==> config.mk <==
export PLATFORM = sky130hd
export DESIGN_NAME = gamepad_radial_deadzone_conditioner_core_flat
export DESIGN_NICKNAME = d
export VERILOG_FILES = /design/src/design/grdc_pkg.sv /design/src/design/grdc_ifs.sv /design/src/design/gamepad_radial_deadzone_conditioner_core.sv /design/src/design/grdc_dp.sv /design/src/design/grdc_ctrl.sv /design/src/flat_wrapper.sv
export SDC_FILE = /design/constraint.sdc
export NUM_CORES = 2
export LEC_CHECK = 0
export BUFFER_PORTS_ARGS = -buffer_cell sky130_fd_sc_hd__buf_2
export CORE_MARGIN = 2
export CORE_UTILIZATION = 63
export DETAILED_ROUTE_END_ITERATION = 10
export GPL_ROUTABILITY_DRIVEN = 1
export GPL_TIMING_DRIVEN = 0
export PLACE_DENSITY = 0.87
export SYNTH_ARGS = -nofsm -noshare
export SYNTH_HDL_FRONTEND = slang
export SYNTH_HIERARCHICAL = 1
export SYNTH_SLANG_ARGS = --single-unit
export TNS_END_PERCENT = 10
==> constraint.sdc <==
create_clock -name i_clk -period 12.8 [get_ports i_clk]
set_input_delay 1.28 -clock i_clk [delete_from_list [all_inputs] [get_ports i_clk]]
set_output_delay 1.28 -clock i_clk [all_outputs]
set_load 0.01 [all_outputs]
==> src/design/grdc_pkg.sv <==
// ----------------------------------------------------------------------------
// grdc_pkg
// Shared types and constants of the gamepad radial deadzone conditioner.
// ----------------------------------------------------------------------------
package grdc_pkg;

    localparam logic [14:0] DZ_MIN      = 15'd1638;
    localparam logic [14:0] DZ_MAX      = 15'd19660;
    localparam logic [14:0] DZ_RESET    = 15'd7849;
    localparam logic [15:0] PROBE_RESET = 16'd1000;
    localparam logic [14:0] Q_ONE       = 15'd32767;
    localparam int          ROOT_STEPS  = 16;
    localparam int          DIV_STEPS   = 31;

    typedef enum logic [1:0] {
        REG_ENABLE   = 2'd0,
        REG_DEADZONE = 2'd1,
        REG_PROBE    = 2'd2,
        REG_NONE     = 2'd3
    } t_reg_idx;

    typedef enum logic [4:0] {
        DP_NOP,
        DP_CAPTURE,
        DP_TAKE,
        DP_OFF,
        DP_LOSE,
        DP_PROBE_FAIL,
        DP_PROBE_OK,
        DP_SQX,
        DP_SQY,
        DP_ROOT,
        DP_MAG,
        DP_DIV,
        DP_SVAL,
        DP_MUL,
        DP_OUT,
        DP_ZERO,
        DP_FIN,
        DP_EMIT
    } t_dp_op;

    typedef struct packed {
        logic        op;
        logic [15:0] raw_left_x;
        logic [15:0] raw_left_y;
        logic [15:0] raw_right_x;
        logic [15:0] raw_right_y;
        logic [15:0] button_bits;
        logic [7:0]  left_trigger_raw;
        logic [7:0]  right_trigger_raw;
        logic        device_ok;
        logic [31:0] now_ms;
    } t_in_item;

    typedef struct packed {
        logic        connected;
        logic [15:0] left_x;
        logic [15:0] left_y;
        logic [15:0] right_x;
        logic [15:0] right_y;
        logic [7:0]  left_trigger;
        logic [7:0]  right_trigger;
        logic [15:0] held_buttons;
        logic [15:0] pressed_buttons;
    } t_out_item;

    typedef struct packed {
        logic [1:0]  index;
        logic [15:0] data;
    } t_cfg_item;

    typedef struct packed {
        t_dp_op op;
        logic   stick;
        logic   axis_y;
    } t_cmd;

    typedef struct packed {
        logic is_take;
        logic enable;
        logic following;
        logic ok;
        logic backoff;
        logic connected;
        logic mag_le_dz;
    } t_stat;

endpackage

==> src/design/grdc_ifs.sv <==
// ----------------------------------------------------------------------------
// grdc_ifs
// Valid/ready channels for sample items, result items and register writes.
// ----------------------------------------------------------------------------
interface grdc_in_if;
    import grdc_pkg::*;
    logic     valid;
    logic     ready;
    t_in_item data;
    modport source (output valid, output data, input ready);
    modport sink   (input valid, input data, output ready);
endinterface

interface grdc_out_if;
    import grdc_pkg::*;
    logic      valid;
    logic      ready;
    t_out_item data;
    modport source (output valid, output data, input ready);
    modport sink   (input valid, input data, output ready);
endinterface

interface grdc_cfg_if;
    import grdc_pkg::*;
    logic      valid;
    logic      ready;
    t_cfg_item data;
    modport source (output valid, output data, input ready);
    modport sink   (input valid, input data, output ready);
endinterface

==> src/design/gamepad_radial_deadzone_conditioner_core.sv <==
// ----------------------------------------------------------------------------
// gamepad_radial_deadzone_conditioner_core
// Pad sample conditioner: radial deadzone per stick, link tracking and
// latched button presses.
// ----------------------------------------------------------------------------
// channel | dir | payload                          | handshake
// i_in    | in  | op, raw axes, buttons, triggers  | valid / ready
// o_out   | out | connected, axes, triggers, masks | valid / ready
// i_cfg   | in  | index, data                      | valid / ready (always ready)
//
// Take items and items that publish off go through capture, decide and emit to
// the result register. A conditioned poll runs per stick 16 square root steps
// and three 31-step restoring divides on one shared bit-serial divider.
// A stick inside the deadzone skips its divides.
// One item at a time; the next is taken while the last result waits.
// Reset is synchronous and restores the register defaults.
// ----------------------------------------------------------------------------
module gamepad_radial_deadzone_conditioner_core
    import grdc_pkg::*;
(
    input  logic         i_clk,
    input  logic         i_rst_n,
    grdc_in_if.sink      i_in,
    grdc_out_if.source   o_out,
    grdc_cfg_if.sink     i_cfg
);

    t_cmd  cmd;
    t_stat stat;

    assign i_cfg.ready = 1'b1;

    grdc_ctrl u_ctrl (
        .i_clk       (i_clk),
        .i_rst_n     (i_rst_n),
        .i_in_valid  (i_in.valid),
        .i_out_ready (o_out.ready),
        .i_stat      (stat),
        .o_in_ready  (i_in.ready),
        .o_out_valid (o_out.valid),
        .o_cmd       (cmd)
    );

    grdc_dp u_dp (
        .i_clk    (i_clk),
        .i_rst_n  (i_rst_n),
        .i_cmd    (cmd),
        .i_item   (i_in.data),
        .i_cfg_we (i_cfg.valid),
        .i_cfg    (i_cfg.data),
        .o_stat   (stat),
        .o_item   (o_out.data)
    );

endmodule

==> src/design/grdc_dp.sv <==
// ----------------------------------------------------------------------------
// grdc_dp
// Datapath: registers, link state, shared square root and divider steps.
// ----------------------------------------------------------------------------
module grdc_dp
    import grdc_pkg::*;
(
    input  logic      i_clk,
    input  logic      i_rst_n,
    input  t_cmd      i_cmd,
    input  t_in_item  i_item,
    input  logic      i_cfg_we,
    input  t_cfg_item i_cfg,
    output t_stat     o_stat,
    output t_out_item o_item
);

    logic        r_enable;
    logic [14:0] r_dz;
    logic [15:0] r_probe;
    t_in_item    r_in;
    logic        r_following;
    logic [31:0] r_npt;
    logic [15:0] r_prev;
    logic [15:0] r_latch;
    logic [15:0] r_axes [4];
    logic [7:0]  r_trig [2];
    logic [15:0] r_held;
    logic        r_conn;
    logic [15:0] r_pressed;
    logic [31:0] r_val;
    logic [31:0] r_root;
    logic [31:0] r_bit;
    logic [15:0] r_mag;
    logic [30:0] r_num;
    logic [15:0] r_den;
    logic [15:0] r_rem;
    logic [30:0] r_quo;
    logic [14:0] r_s;
    logic        r_neg;
    t_out_item   r_out;

    logic signed [15:0] ax_x, ax_y, cur;
    logic [14:0]        cur_abs;
    logic [31:0]        sq;
    logic [31:0]        trial;
    logic [16:0]        rem_sh;
    logic [15:0]        diff;
    logic [15:0]        q;
    logic [14:0]        wdz;
    logic [1:0]         aidx;

    function automatic logic signed [15:0] clamp(input logic [15:0] a);
        clamp = (a == 16'h8000) ? 16'sh8001 : $signed(a);
    endfunction

    always_comb begin
        ax_x    = i_cmd.stick ? clamp(r_in.raw_right_x) : clamp(r_in.raw_left_x);
        ax_y    = i_cmd.stick ? clamp(r_in.raw_right_y) : clamp(r_in.raw_left_y);
        cur     = i_cmd.axis_y ? ax_y : ax_x;
        cur_abs = cur[15] ? 15'(-cur) : cur[14:0];
        sq      = $unsigned(32'(cur) * 32'(cur));
        trial   = r_root + r_bit;
        rem_sh  = {r_rem, r_num[30]};
        diff    = r_root[15:0] - {1'b0, r_dz};
        q       = r_quo[15:0];
        aidx    = {i_cmd.stick, i_cmd.axis_y};
        wdz     = i_cfg.data[14:0];
        if (wdz < DZ_MIN) begin
            wdz = DZ_MIN;
        end else if (wdz > DZ_MAX) begin
            wdz = DZ_MAX;
        end
    end

    always_ff @(posedge i_clk) begin
        if (!i_rst_n) begin
            r_enable    <= 1'b1;
            r_dz        <= DZ_RESET;
            r_probe     <= PROBE_RESET;
            r_following <= 1'b0;
            r_npt       <= '0;
            r_prev      <= '0;
            r_latch     <= '0;
            r_axes      <= '{default: '0};
            r_trig      <= '{default: '0};
            r_held      <= '0;
            r_conn      <= 1'b0;
        end else begin
            if (i_cfg_we) begin
                case (t_reg_idx'(i_cfg.index))
                    REG_ENABLE:   r_enable <= i_cfg.data[0];
                    REG_DEADZONE: r_dz     <= wdz;
                    REG_PROBE:    r_probe  <= i_cfg.data;
                    default: ;
                endcase
            end
            case (i_cmd.op)
                DP_TAKE: begin
                    r_latch <= '0;
                end
                DP_OFF, DP_LOSE, DP_PROBE_FAIL: begin
                    r_conn <= 1'b0;
                    r_axes <= '{default: '0};
                    r_trig <= '{default: '0};
                    r_held <= '0;
                    r_prev <= '0;
                    if (i_cmd.op != DP_OFF) begin
                        r_npt <= r_in.now_ms + {16'd0, r_probe};
                    end
                    if (i_cmd.op == DP_LOSE) begin
                        r_following <= 1'b0;
                    end
                end
                DP_PROBE_OK: begin
                    r_npt       <= r_in.now_ms + {16'd0, r_probe};
                    r_following <= 1'b1;
                    r_prev      <= r_in.button_bits;
                    r_latch     <= '0;
                end
                DP_OUT: begin
                    r_axes[aidx] <= r_neg ? -q : q;
                end
                DP_ZERO: begin
                    r_axes[{i_cmd.stick, 1'b0}] <= '0;
                    r_axes[{i_cmd.stick, 1'b1}] <= '0;
                end
                DP_FIN: begin
                    r_trig[0] <= r_in.left_trigger_raw;
                    r_trig[1] <= r_in.right_trigger_raw;
                    r_latch   <= r_latch | (r_in.button_bits & ~r_prev);
                    r_prev    <= r_in.button_bits;
                    r_held    <= r_in.button_bits;
                    r_conn    <= 1'b1;
                end
                default: ;
            endcase
        end
    end

    always_ff @(posedge i_clk) begin
        case (i_cmd.op)
            DP_CAPTURE: begin
                r_in      <= i_item;
                r_pressed <= '0;
            end
            DP_TAKE: begin
                r_pressed <= r_latch;
            end
            DP_SQX: begin
                r_val <= sq;
            end
            DP_SQY: begin
                r_val  <= r_val + sq;
                r_root <= '0;
                r_bit  <= 32'h4000_0000;
            end
            DP_ROOT: begin
                if (r_val >= trial) begin
                    r_val  <= r_val - trial;
                    r_root <= (r_root >> 1) + r_bit;
                end else begin
                    r_root <= r_root >> 1;
                end
                r_bit <= r_bit >> 2;
            end
            DP_MAG: begin
                r_mag <= r_root[15:0];
                r_num <= {diff, 15'd0} - {15'd0, diff};
                r_den <= {1'b0, Q_ONE - r_dz};
                r_rem <= '0;
            end
            DP_DIV: begin
                if (rem_sh >= {1'b0, r_den}) begin
                    r_rem <= 16'(rem_sh - {1'b0, r_den});
                    r_quo <= {r_quo[29:0], 1'b1};
                end else begin
                    r_rem <= rem_sh[15:0];
                    r_quo <= {r_quo[29:0], 1'b0};
                end
                r_num <= {r_num[29:0], 1'b0};
            end
            DP_SVAL: begin
                r_s <= (r_quo > {16'd0, Q_ONE}) ? Q_ONE : r_quo[14:0];
            end
            DP_MUL: begin
                r_num <= {1'b0, 30'(cur_abs) * 30'(r_s)};
                r_den <= r_mag;
                r_rem <= '0;
                r_neg <= cur[15];
            end
            DP_EMIT: begin
                r_out.connected       <= r_conn;
                r_out.left_x          <= r_axes[0];
                r_out.left_y          <= r_axes[1];
                r_out.right_x         <= r_axes[2];
                r_out.right_y         <= r_axes[3];
                r_out.left_trigger    <= r_trig[0];
                r_out.right_trigger   <= r_trig[1];
                r_out.held_buttons    <= r_held;
                r_out.pressed_buttons <= r_pressed;
            end
            default: ;
        endcase
    end

    assign o_stat.is_take   = r_in.op;
    assign o_stat.enable    = r_enable;
    assign o_stat.following = r_following;
    assign o_stat.ok        = r_in.device_ok;
    assign o_stat.backoff   = r_in.now_ms < r_npt;
    assign o_stat.connected = r_conn;
    assign o_stat.mag_le_dz = r_root[15:0] <= {1'b0, r_dz};
    assign o_item           = r_out;

endmodule

==> src/design/grdc_ctrl.sv <==
// ----------------------------------------------------------------------------
// grdc_ctrl
// Controller: sequences one item through decision, root, divides and emit.
// ----------------------------------------------------------------------------
module grdc_ctrl
    import grdc_pkg::*;
(
    input  logic  i_clk,
    input  logic  i_rst_n,
    input  logic  i_in_valid,
    input  logic  i_out_ready,
    input  t_stat i_stat,
    output logic  o_in_ready,
    output logic  o_out_valid,
    output t_cmd  o_cmd
);

    typedef enum logic [15:0] {
        S_IDLE   = 16'b0000_0000_0000_0001,
        S_DECIDE = 16'b0000_0000_0000_0010,
        S_SQX    = 16'b0000_0000_0000_0100,
        S_SQY    = 16'b0000_0000_0000_1000,
        S_ROOT   = 16'b0000_0000_0001_0000,
        S_MAG    = 16'b0000_0000_0010_0000,
        S_DIVS   = 16'b0000_0000_0100_0000,
        S_SVAL   = 16'b0000_0000_1000_0000,
        S_MULX   = 16'b0000_0001_0000_0000,
        S_DIVX   = 16'b0000_0010_0000_0000,
        S_OUTX   = 16'b0000_0100_0000_0000,
        S_MULY   = 16'b0000_1000_0000_0000,
        S_DIVY   = 16'b0001_0000_0000_0000,
        S_OUTY   = 16'b0010_0000_0000_0000,
        S_FIN    = 16'b0100_0000_0000_0000,
        S_EMIT   = 16'b1000_0000_0000_0000
    } t_state;

    t_state     r_state, n_state;
    logic [4:0] r_cnt, n_cnt;
    logic       r_stick, n_stick;
    logic       r_out_valid, n_out_valid;

    always_comb begin
        n_state      = r_state;
        n_cnt        = r_cnt;
        n_stick      = r_stick;
        n_out_valid  = r_out_valid && !i_out_ready;
        o_cmd.op     = DP_NOP;
        o_cmd.stick  = r_stick;
        o_cmd.axis_y = 1'b0;
        case (r_state)
            S_IDLE: begin
                if (i_in_valid) begin
                    o_cmd.op = DP_CAPTURE;
                    n_state  = S_DECIDE;
                end
            end
            S_DECIDE: begin
                n_stick = 1'b0;
                n_state = S_EMIT;
                if (i_stat.is_take) begin
                    o_cmd.op = DP_TAKE;
                end else if (!i_stat.enable) begin
                    if (i_stat.connected) begin
                        o_cmd.op = DP_OFF;
                    end
                end else if (i_stat.following && !i_stat.ok) begin
                    o_cmd.op = DP_LOSE;
                end else if (!i_stat.following && i_stat.backoff) begin
                    o_cmd.op = DP_OFF;
                end else if (!i_stat.following && !i_stat.ok) begin
                    o_cmd.op = DP_PROBE_FAIL;
                end else begin
                    if (!i_stat.following) begin
                        o_cmd.op = DP_PROBE_OK;
                    end
                    n_state = S_SQX;
                end
            end
            S_SQX: begin
                o_cmd.op = DP_SQX;
                n_state  = S_SQY;
            end
            S_SQY: begin
                o_cmd.op     = DP_SQY;
                o_cmd.axis_y = 1'b1;
                n_cnt        = '0;
                n_state      = S_ROOT;
            end
            S_ROOT: begin
                o_cmd.op = DP_ROOT;
                n_cnt    = r_cnt + 5'd1;
                if (r_cnt == 5'(ROOT_STEPS - 1)) begin
                    n_state = S_MAG;
                end
            end
            S_MAG: begin
                n_cnt = '0;
                if (i_stat.mag_le_dz) begin
                    o_cmd.op = DP_ZERO;
                    n_stick  = 1'b1;
                    n_state  = r_stick ? S_FIN : S_SQX;
                end else begin
                    o_cmd.op = DP_MAG;
                    n_state  = S_DIVS;
                end
            end
            S_DIVS, S_DIVX, S_DIVY: begin
                o_cmd.op = DP_DIV;
                n_cnt    = r_cnt + 5'd1;
                if (r_cnt == 5'(DIV_STEPS - 1)) begin
                    n_state = (r_state == S_DIVS) ? S_SVAL :
                              (r_state == S_DIVX) ? S_OUTX : S_OUTY;
                end
            end
            S_SVAL: begin
                o_cmd.op = DP_SVAL;
                n_state  = S_MULX;
            end
            S_MULX: begin
                o_cmd.op = DP_MUL;
                n_cnt    = '0;
                n_state  = S_DIVX;
            end
            S_OUTX: begin
                o_cmd.op = DP_OUT;
                n_state  = S_MULY;
            end
            S_MULY: begin
                o_cmd.op     = DP_MUL;
                o_cmd.axis_y = 1'b1;
                n_cnt        = '0;
                n_state      = S_DIVY;
            end
            S_OUTY: begin
                o_cmd.op     = DP_OUT;
                o_cmd.axis_y = 1'b1;
                n_stick      = 1'b1;
                n_state      = r_stick ? S_FIN : S_SQX;
            end
            S_FIN: begin
                o_cmd.op = DP_FIN;
                n_state  = S_EMIT;
            end
            S_EMIT: begin
                if (!r_out_valid || i_out_ready) begin
                    o_cmd.op    = DP_EMIT;
                    n_out_valid = 1'b1;
                    n_state     = S_IDLE;
                end
            end
            default: begin
                n_state = S_IDLE;
            end
        endcase
    end

    always_ff @(posedge i_clk) begin
        if (!i_rst_n) begin
            r_state     <= S_IDLE;
            r_cnt       <= '0;
            r_stick     <= 1'b0;
            r_out_valid <= 1'b0;
        end else begin
            r_state     <= n_state;
            r_cnt       <= n_cnt;
            r_stick     <= n_stick;
            r_out_valid <= n_out_valid;
        end
    end

    assign o_in_ready  = (r_state == S_IDLE);
    assign o_out_valid = r_out_valid;

endmodule

==> src/flat_wrapper.sv <==
// flat-port wrapper written by rule: the top's interface ports become plain ports
module gamepad_radial_deadzone_conditioner_core_flat import grdc_pkg::*;
  (i_clk, i_rst_n, i_in_valid, i_in_data, i_in_ready, o_out_valid, o_out_data, o_out_ready, i_cfg_valid, i_cfg_data, i_cfg_ready);
  grdc_in_if i_in_i ();
  grdc_out_if o_out_i ();
  grdc_cfg_if i_cfg_i ();
  input  logic i_clk;
  input  logic i_rst_n;
  input wire logic [$bits(i_in_i.valid)-1:0] i_in_valid;
  input wire logic [$bits(i_in_i.data)-1:0] i_in_data;
  output wire logic [$bits(i_in_i.ready)-1:0] i_in_ready;
  output wire logic [$bits(o_out_i.valid)-1:0] o_out_valid;
  output wire logic [$bits(o_out_i.data)-1:0] o_out_data;
  input wire logic [$bits(o_out_i.ready)-1:0] o_out_ready;
  input wire logic [$bits(i_cfg_i.valid)-1:0] i_cfg_valid;
  input wire logic [$bits(i_cfg_i.data)-1:0] i_cfg_data;
  output wire logic [$bits(i_cfg_i.ready)-1:0] i_cfg_ready;
  assign i_in_i.valid = i_in_valid;
  assign i_in_i.data = i_in_data;
  assign i_in_ready = i_in_i.ready;
  assign o_out_valid = o_out_i.valid;
  assign o_out_data = o_out_i.data;
  assign o_out_i.ready = o_out_ready;
  assign i_cfg_i.valid = i_cfg_valid;
  assign i_cfg_i.data = i_cfg_data;
  assign i_cfg_ready = i_cfg_i.ready;
  gamepad_radial_deadzone_conditioner_core u_core (.i_clk(i_clk), .i_rst_n(i_rst_n), .i_in(i_in_i), .o_out(o_out_i), .i_cfg(i_cfg_i));
endmodule
Word-level counts from Yosys, hierarchy flattened --
Cells that the tools add are included.
Storage, ports and cells: logic and storage cells 250, input port bits 153, output and inout port bits 116, register bits after elaboration 698
Operators by class: muxes and demuxes 70, $mul 2, bitwise gates (word level) 10, eq/ne operators 50, $add $sub $neg 12, reductions and logical operators 44, magnitude comparators 13
Operators by type and width (number):
- $mux W16 | 21
- $pmux W16 S14 | 1
- $pmux W16 S2 | 7
- $pmux W32 S2 | 3
- $pmux W64 S3 | 1
- $and A64 B64 Y64 | 2
- $not A64 Y64 | 2
- $demux W16 S2 | 3
- $mux W32 | 3
- $pmux W32 S3 | 1
- $pmux W31 S3 | 1
- $eq A16 B16 Y1 const B | 5
- $mux W15 | 5
- $add A32 B32 Y32 | 2
- $bwmux W64 | 1
- $pmux W5 S12 | 1
- $eq A5 B4 Y1 const B | 9
- $add A31 B32 Y32 | 1
- $add A32 B16 Y32 | 1
- $ge A32 B32 Y1 | 1
- $lt A32 B32 Y1 | 1
- $mul A16 B16 Y32 | 1
- $sub A32 B32 Y32 | 1
- $gt A31 B15 Y1 const B | 1
- other kinds (61) | 126

Depth between registers and ports, before layout --
depth in word-level cells 12, depth in mapped cells 48, gate-level depth less buffers 42

Modules after synthesis --
The synthesis kept the hierarchy.
By module, submodules not included:
- grdc_dp | seq. area each 17847.1 µm², area each 49263.5 µm², cells an instance 4942, times used 1
- grdc_ctrl | seq. area each 460.4 µm², area each 1430.1 µm², cells an instance 174, times used 1
- gamepad_radial_deadzone_conditioner_core | seq. area each 0.0 µm², area each 11.3 µm², cells an instance 2, times used 1

Least setup slack after synthesis --
OpenSTA, ideal clock, no wires.
kind reg-to-reg, from reg u_core.u_ctrl.r_state[4], to reg u_core.u_dp.r_val[31], data pin, path slack 2462 ps, data required time 12539 ps, arrival time 10077 ps, cell stages (with the launch flop) 43, period minus slack after synthesis 10338 ps, path buffers 7, setup time 261 ps, cells stage by stage dfxtp_1 or4_1 clkbuf_1 nor3_1 nand2_1 nand3_1 buf_2 buf_1 buf_2 mux2i_1 nand2_1 o21ai_0 clkbuf_1 inv_1 clkbuf_1 nand2_1 fa_1 fa_1 (+7 left out) ha_1 clkbuf_1 a211oi_1 nor2_1 o41ai_1 nand3_1 a21o_1 a21o_1 xor2_1 ha_1 a211o_1 o32ai_1 o21ai_1 a211o_1 a21oi_1 xnor2_1 a31oi_1 o311a_1
RTL lines:
- from (decl) | line grdc_ctrl.sv:37 | t_state r_state, n_state;
- from (signal assigned) | line grdc_ctrl.sv:164 | r_state <= n_state;
- to (signal assigned) | line grdc_dp.sv:151 | r_val <= sq;
- to (signal assigned) | line grdc_dp.sv:154 | r_val <= r_val + sq;
- to (signal assigned) | line grdc_dp.sv:160 | r_val <= r_val - trial;
- to (decl) | line grdc_dp.sv:31 | logic [31:0] r_val;

==> out/qor.csv <==
metric;value;unit
Critical-path top delay cell;nor2_1;
final WL;135000;µm
Final period util;96.7;%
row cnt;104;
CP most frequent cell;fa_1;
WP buf/inv;9;
final hold viol count;0;
status;finished clean;
Tightest Hold Check Type;flop to flop;
CP max FO;11;
cell taking the most area after synthesis;edfxtp_1;
worst skew pair latency;0.63;ns
average wire per standard cell;20.6;µm
fill count;5687;
count of cell types in the netlist;103;
most common cell in the synthesized netlist;inv_1;
H-tree level count;3;
syn nets;6044;
Num CTS Buffers;68;
DRC violations left;0;
CP peak stage delay;0.71;ns
CP Capture Type;flop;
IO buf count;267;
Max Root-Sink Buffers;3;
critical path data arrival time;12.73;ns
non-filler cells in the finished layout;6577;
gpl congestion;0.973;
CTS root buf;clkbuf_16;
headroom to the max-slew limit;11.3;%
Seq cells post-synth;682;
synth top area cells;edfxtp_1 (28%), fa_1 (16%), ha_1 (9.1%);
GRT Util Overall;32.8;%
fmax;80.8;MHz
DP Wirelength;103000;µm
final clock skew;0.0351;ns
routed via count;40350;
critical path type;flop to flop;
Detail Route Antenna Nets;0;
fin. max-slew vios;0;
count of flip-flops with a built-in enable after synthesis;465;
die height;288;µm
synth cell count leaders;inv_1 (609), nand2_1 (527), edfxtp_1 (465);
Least-Margin Pin Slew;1.33;ns
clock sink total;682;
Cell Count Post-Placement;6450;
share of cells above drive strength 1;8.63;%
die area;82800;µm²
Post-CTS Setup Bufs;0;
die width;288;µm
Post-Syn Area;50700;µm²
Final WS setup;0.419;ns
Post-synth ARST share;0;%
nets;6386;
Cells after Synth;5118;
yosys warns;6;
Top delay family on crit path;adder cells;
Vias/cell;6.14;
grt total ovfl;0;
RSZ-0062 raised after global routing;false;
TritonCTS clock tree;built;
setup_tns;0;ns
core area;80200;µm²
largest net degree at the start of global routing;74;
Pre-Repair DR Iteration Count;8;
register area share after synthesis;36.1;%
CP startpoint kind;flop;
Synth Flop Type;edfxtp_1;
area delta synth->final;10.1;%
first-pass GRT wire length;215000;µm
min cycle time layout;12.38;ns
Placement Setup Slack;-0.152;ns
initial core utilization;63.3;%
Max Cap Viol;0;
setup violators final;0;
fraction of synthesized cell area taken by the top area cell type;27.5;%
CTS clk-pin slew, worst paths;0.07;ns
Worst EP required;13.15;ns
syn avg cell area;9.91;µm²
initial DRC count;4213;
initial antenna violation count;5;
# IOs;269;
vias in the first global route;41445;
[layout make-up]
cell class | count | area, µm² | area share (%)
multi-input combinational | 3638 | 29400 | 52.7
sequential | 682 | 18300 | 32.8
inverter | 619 | 2330 | 4.17
clock buffer | 100 | 1960 | 3.50
timing repair buffer | 272 | 1460 | 2.61
tap | 1060 | 1330 | 2.38
buffer | 179 | 734 | 1.32
clock inverter | 25 | 298 | 0.533
antenna | 2 | 5.00 | 0.00896
[logic make-up (layout without fill, tap and decap cells)]
logic type               after synthesis  after routing  synth area share, %
multiplexers                          54             54                 1.22
other                                  1              3              0.00740
AND/OR/NAND/NOR                     1564           1564                 14.5
flip-flops                           682            682                 36.1
AO/OA/AOI/OAI                       1001           1001                 12.8
adder cells (fa/ha/maj)              773            773                 25.1
buffers and inverters                798           1195                 6.00
XOR/XNOR                             245            245                 4.23
[worst paths after layout]
| kind | from | end | slack (ns) | cells past startpoint |
|---|---|---|---|---|
| max | u_core/u_ctrl/r_state[4]$_SDFFE_PN0P_ | u_core/u_dp/r_num[28]$_DFFE_PP_ | 0.42 | 39 |
| min | u_core/u_dp/r_pressed[0]$_SDFFCE_PN0P_ | u_core/u_dp/o_item[0]$_DFFE_PN_ | 0.40 | 0 |
| max reg2reg | u_core/u_ctrl/r_state[4]$_SDFFE_PN0P_ | u_core/u_dp/r_num[28]$_DFFE_PP_ | 0.42 | 39 |
| min reg2reg | u_core/u_dp/r_pressed[0]$_SDFFCE_PN0P_ | u_core/u_dp/o_item[0]$_DFFE_PN_ | 0.40 | 0 |
[flip-flops by register name, indices dropped and copies added (netlist names), 31 cells and up]
signal / flops
u_core/u_dp/r_npt: 32
u_core/u_dp/r_num: 31
u_core/u_dp/r_quo: 31
u_core/u_dp/r_in: 128
u_core/u_dp/r_val: 32
u_core/u_dp/r_root: 32
u_core/u_dp/o_item: 113
u_core/u_dp/r_axes: 64
[layer usage]
metal,GRT usage [%],wire [µm],share of wire [%]
met1,40.8,50800,38
met3,7.26,13000,9.6
met4,15.2,6260,4.6
met5,0,18,0.013
met2,54.9,65400,48
[per-stage QoR]
stage	hold WS [ns]	util (%)	instance area, µm²
after detailed placement	0.405	66.8	53500
final	0.403	69.7	55800
after floorplan	0.400	-	50700
after global placement	0.401	66.6	53400
after CTS	0.417	69.6	55800
after global routing	0.422	69.7	55800
[cell usage in the layout, fill, tap and decap left out, types with 67 or more instances in the layout]
master	Yosys	final
inv_1	609	609
nand2_1	527	527
edfxtp_1	465	465
nor2_1	452	451
fa_1	406	406
ha_1	367	367
a21oi_1	285	285
buf_2	10	276
dfxtp_1	217	217
o21ai_0	183	181
clkbuf_1	143	160
xnor2_1	147	146
and2_1	143	143
a22oi_1	102	102
xor2_1	98	97
a21o_1	86	86
clkbuf_16	0	71
nor3_1	69	67
[what timing repair did]
item | in CTS | in global routing
hold buffers | 0 | 0
gates cloned | 0 | 0
setup endpoints to repair | 6 | 21
resized for setup | 3 | 19
Power is left out: the tool's default activity adds up to more than one toggle a clock period on the data nets, which glitch-free logic cannot reach.
